===== src/design/psd_pkg.sv =====
// shared constants, types and helpers for the point to segment distance block
// no dependencies
package psd_pkg;

  // coordinate width and widths derived from it
  localparam int CW   = 24;        // coordinate field width
  localparam int DW   = CW + 1;    // coordinate difference width
  localparam int MW   = DW;        // magnitude width of a difference
  localparam int L2W  = 2 * MW;    // squared length and dot product magnitude
  localparam int NUMW = 3 * MW;    // divider numerator
  localparam int QW   = MW;        // divider quotient bits, one per stage
  localparam int SSW  = 2 * MW;    // squared distance
  localparam int SRW  = MW;        // square root bits, one per stage
  localparam int REMW = SRW + 2;   // square root remainder
  localparam int OW   = CW + 1;    // distance field width
  localparam int FLAT = 5;         // front pipeline stages
  localparam int BLAT = QW + SRW + 6; // back pipeline stages

  // region codes
  localparam logic [1:0] REGION_START  = 2'd0;
  localparam logic [1:0] REGION_END    = 2'd1;
  localparam logic [1:0] REGION_INSIDE = 2'd2;

  // classified item handed from front to back
  typedef struct packed {
    logic [1:0]     region;
    logic [CW-1:0]  a_x;
    logic [CW-1:0]  a_y;
    logic [CW-1:0]  b_x;
    logic [CW-1:0]  b_y;
    logic [CW-1:0]  c_x;
    logic [CW-1:0]  c_y;
    logic [DW-1:0]  d_x;
    logic [DW-1:0]  d_y;
    logic [L2W-1:0] dot;   // zero unless inside
    logic [L2W-1:0] len2;  // one unless inside
  } job_t;

  function automatic logic [DW-1:0] sx(input logic [CW-1:0] v);
    sx = {v[CW-1], v};
  endfunction

  function automatic logic [MW-1:0] mag(input logic [DW-1:0] v);
    mag = v[DW-1] ? (~v + 1'b1) : v;
  endfunction

endpackage


===== src/design/psd_queue.sv =====
// two entry queue of classified items between front and back
// depends on psd_pkg
module psd_queue (
  input  logic          clk,
  input  logic          rst_n,
  input  logic          push,
  input  psd_pkg::job_t job_in,
  output logic          full,
  input  logic          pop,
  output psd_pkg::job_t job_out,
  output logic          empty
);

  psd_pkg::job_t ent_r [2];
  logic          wr_r;
  logic          rd_r;
  logic [1:0]    cnt_r;
  logic [1:0]    cnt_nxt;
  logic          do_push;
  logic          do_pop;

  assign full    = (cnt_r == 2'd2);
  assign empty   = (cnt_r == 2'd0);
  assign do_push = push && !full;
  assign do_pop  = pop && !empty;
  assign job_out = ent_r[rd_r];

  always_comb begin
    cnt_nxt = cnt_r;
    if (do_push && !do_pop) begin
      cnt_nxt = cnt_r + 2'd1;
    end else if (do_pop && !do_push) begin
      cnt_nxt = cnt_r - 2'd1;
    end
  end

  always_ff @(posedge clk) begin
    if (!rst_n) begin
      wr_r  <= 1'b0;
      rd_r  <= 1'b0;
      cnt_r <= 2'd0;
    end else begin
      cnt_r <= cnt_nxt;
      if (do_push) begin
        wr_r <= !wr_r;
      end
      if (do_pop) begin
        rd_r <= !rd_r;
      end
    end
  end

  always_ff @(posedge clk) begin
    if (do_push) begin
      ent_r[wr_r] <= job_in;
    end
  end

endmodule


===== config.mk =====
export PLATFORM = sky130hd
export DESIGN_NAME = psd_queue
export DESIGN_NICKNAME = d
export VERILOG_FILES = /design/src/design/psd_pkg.sv /design/src/design/psd_queue.sv
export SDC_FILE = /design/constraint.sdc
export NUM_CORES = 1
export LEC_CHECK = 0
export BUFFER_PORTS_ARGS = -buffer_cell sky130_fd_sc_hd__buf_2
export CAP_MARGIN = 5
export CORE_UTILIZATION = 40
export CTS_CLUSTER_SIZE = 30
export DETAILED_ROUTE_END_ITERATION = 8
export HOLD_SLACK_MARGIN = 0.06
export SLEW_MARGIN = 30
export SYNTH_ARGS = -nofsm -noshare
export SYNTH_HDL_FRONTEND = slang
export SYNTH_SLANG_ARGS = --single-unit

===== constraint.sdc =====
create_clock -name clk -period 28.4 [get_ports clk]
set_input_delay 2.84 -clock clk [delete_from_list [all_inputs] [get_ports clk]]
set_output_delay 2.84 -clock clk [all_outputs]
set_load 0.005 [all_outputs]

## Word level (Yosys, flattened, before mapping)

Memory sizes are Yosys's and may differ from the RTL's. A register that Yosys moved wholly into a read port is not among the register bits.
Cells that the tools add are included.

| cells by class | value |
|---|---|
| add/sub/neg operators | 2 |
| muxes and demuxes | 6 |
| equal/unequal tests | 1 |
| reduce and logical (&&, ||, !) cells | 12 |

Operators with widths:

| kind | number |
|---|---|
| logical NOT 1 bit | 6 |
| logical AND 1 bit | 4 |
| two-way mux 1 bit | 4 |
| two-way mux 2 bit | 2 |
| adder 2 x 1 -> 2 bit (second input constant) | 1 |
| equality test 2 bit (second input constant) | 1 |
| logical NOT 2 bit | 1 |
| nonzero test 2 bit | 1 |
| subtractor 2 x 1 -> 2 bit (second input constant) | 1 |

| word-level totals | value |
|---|---|
| output and inout port bits | 298 |
| bits of input ports | 300 |
| bits in writable memories | 592 |
| register bits after elaboration | 4 |
| memories | 1 |

Memory list:

| name | depth | bits a word | read ports | clocked after Yosys merged registers in | write ports | RTL line | RTL |
|---|---|---|---|---|---|---|---|
| ent_r | 2 | 296 | 1 | 1 | 1 | psd_queue.sv:14 | `psd_pkg::job_t ent_r [2];` |

## Logic depth before layout (Yosys ltp)

| depth | value |
|---|---|
| word-level depth | 7 |
| gate-level depth with buffers | 7 |
| mapped depth without buffers | 7 |

## Worst setup path after synthesis

Ideal clock, no wire load.

| path | value |
|---|---|
| path kind | input to register |
| from | input port push |
| to | register wr_r |
| cell stages on the path | 3 |
| buffers on the path | 0 |
| arrival time | 15.062 ns |
| slack | 13.228 ns |
| cells stage by stage | inv_1 nor3_2 o21a_1 |

| between the ends | value |
|---|---|
| longest elaborated chain between the ends | 1 |

Ends and longest elaborated chain:

| element | RTL line | RTL |
|---|---|---|
| start, declared | psd_queue.sv:6 | `input logic push,` |
| logical AND 1 bit | psd_queue.sv:24 | `assign do_push = push && !full;` |
| end signal, assigned | psd_queue.sv:45 | `wr_r <= !wr_r;` |
| end, declared | psd_queue.sv:15 | `logic wr_r;` |

Every way passes these cells.
A chain may end at the register's enable or synchronous reset.

==> results_dict.tcl <==
set metrics [dict create \
    status "complete, no violations" \
    io_pins 598 \
    clk_pin_slew_ns 0.06 \
    fin_nets 1887 \
    clk_path_buf_depth 3 \
    crit_fanout 56 \
    dr.pass1.iters 4 \
    drv_cap 0 \
    grt_pass1_vias 11400 \
    synth_edf_count 592 \
    power_density_nw_per_um2 88.7 \
    grt_pass1_wl_um 71100 \
    crit_type "flip-flop to output pin" \
    dieArea_um2 57400 \
    clk_latency_ns 0.60 \
    irDropWorstVdd_mv 0.0630 \
    synth_largest_area_cell "edfxtp_1" \
    fmax_ghz 0.157 \
    wl_per_cell_um 21.1 \
    syn_area_um2 22600 \
    core-area_um2 55400 \
    syn_avg_cell_area_um2 23.9 \
    dp_hpwl_um 35600 \
    cts_buffers 61 \
    postSynth.asyncResetShare_pct 0 \
    synth_top_area_share_pct 78.7 \
    initial_core_util_pct 40.8 \
    ys_ff_latch 597 \
    via_per_inst 4.66 \
    holdBufCountCts 0 \
    vias 11100 \
    maxUsedRoutingLayer "met5" \
    critPathSlowestCell "buf_4" \
    area_delta_synth_final_pct 25.0 \
    p_total_mw 2.50 \
    hold_path_class "flip-flop to flip-flop" \
    cts_setup_buffers 0 \
    mostFrequentLayoutCells "597 x buf_2, 592 x edfxtp_1, 240 x mux2_4" \
    port_buffers 597 \
    wl_met3_um 4100 \
    slew_viol_final 0 \
    fill_cells 4527 \
    cp.required_ns 25.56 \
    yosysWarnings 0 \
    yosysSeqAreaShare_pct 79.2 \
    finalHoldViolations 0 \
    ys_dominant_reg_cell "edfxtp_1" \
    finalSetupViolCount 0 \
    setup-tns-final_ns 0 \
    critical_path.cell_chain "buf_16 > buf_6 > buf_4 > mux2_4 > buf_2" \
    ant_nets 0 \
    critPathCaptureType "output pin" \
    die_w_um 240 \
    synth_fp_nets 1247 \
    multiInputGateArea_um2 4370 \
    cts.sinks 597 \
    start_kind "flip-flop" \
    drive_above_1_share_pct 60.4 \
    gr-total-overflow 0 \
    synth_area_leaders "edfxtp_1 79%, mux2_4 16%, mux2_2 2.8%" \
    skew_ns 0.0155 \
    fp.dieH_um 240 \
    cts_resized 0 \
    tightest_slew_ns 0.905 \
    drc 0 \
    grt_antenna_before_repair 18 \
    seq_area_um2 17900 \
    wl_um 50500 \
    cts_tree "done" \
    rsz0062_at_grt "no" \
    max-slew-margin-rel_pct 39.6 \
    track_usage_pct 16.8 \
    place_congestion 0.795 \
    grt_max_degree 109 \
    htree_levels 2 \
    final_common_cell "buf_2" \
    slowest_delay_ns 0.81 \
    root_buffer "clkbuf_16" \
    cp.arrival_ns 3.52 \
    row_count 86 \
    synth_cell_types 21 \
    layout_min_cycle_time_ns 6.36 \
    p_leak_nw 10.9 \
    dr_wl_met2_um 26800 \
    met1_length_um 18400 \
    syn-instance-count 946 \
    drt_iter0_drc 662 \
    min_period_over_period_pct 22.4 \
]
## state kept, by name, summed over array words and instances (netlist names), named ones only
register  flops
wr_r          1
cnt_r         2
rd_r          1
ent_r       592
## through the flow
step	utilization, %	cells	worst slack [ns]	area [um2]	hold slack (ns)
after floorplan	-	946	13.23	22600	0.483
after CTS	50.9	2381	21.77	28200	0.538
after detailed placement	47.5	2270	22.36	26300	0.531
after global placement	47.4	2268	22.23	26300	0.500
after global routing	51.0	2390	21.83	28200	0.588
final	51.0	2392	22.04	28200	0.536
## kinds of logic (layout without fill, tap and decap cells)
group / after synthesis / count (layout) / share of synthesized area [%]
flip-flops: 597 / 597 / 79.2
multiplexers: 296 / 296 / 18.7
buffers and inverters: 35 / 723 / 1.54
AND/OR/NAND/NOR: 9 / 9 / 0.244
AO/OA/AOI/OAI: 5 / 5 / 0.144
XOR/XNOR: 3 / 3 / 0.116
adder cells (fa/ha/maj): 1 / 1 / 0.0554
other: 0 / 10 / 0
## power breakdown
group          internal (mW)  total, mW  switching (mW)  leakage [nW]
logic                  0.332      0.627           0.296          4.43
registers               1.11       1.14          0.0333          5.57
clock network          0.420      0.735           0.315         0.903
## area by class of cell
| cell class | count | area share [%] |
|---|---|---|
| sequential | 597 | 63.3 |
| multi-input combinational | 314 | 15.5 |
| antenna | 10 | 0.0886 |
| clock inverter | 34 | 0.735 |
| clock buffer | 77 | 5.77 |
| timing repair buffer | 610 | 11.3 |
| inverter | 2 | 0.0266 |
| tap | 748 | 3.31 |
## layer usage
| layer | global-route usage [%] | vias up |
|---|---|---|
| met3 | 5.43 | 79 |
| met4 | 6.31 | 14 |
| met5 | 0 | - |
| met2 | 29.8 | 388 |
| met1 | 18.7 | 5582 |
| li1 | - | 5080 |
## cell usage after synthesis, types with 2 or more instances
cell type / n
xnor2_1: 2
buf_6: 28
inv_1: 2
dfxtp_1: 5
mux2_4: 240
edfxtp_1: 592
nor2_1: 2
mux2_2: 56
buf_2: 5
and2_1: 3
## worst max-delay path: cells and delay by family (launching register included)
kind,cells,cell delay (ns)
buffers and inverters,4,1.85
flip-flops,1,0.61
multiplexers,1,0.36
## path summary, 6_finish.rpt
check                   startpoint                      end  slack [ns]  cells past startpoint
min          cnt_r[1]$_SDFFE_PN0P_    cnt_r[1]$_SDFFE_PN0P_        0.54                      2
max                      flip-flop             job_out[141]       22.04                      5
max reg2reg  cnt_r[0]$_SDFFE_PN0P_  ent_r[0][220]$_DFFE_PP_       24.91                      6
min reg2reg  cnt_r[1]$_SDFFE_PN0P_    cnt_r[1]$_SDFFE_PN0P_        0.54                      2
No activity file was read; power rests on OpenSTA's default activity.
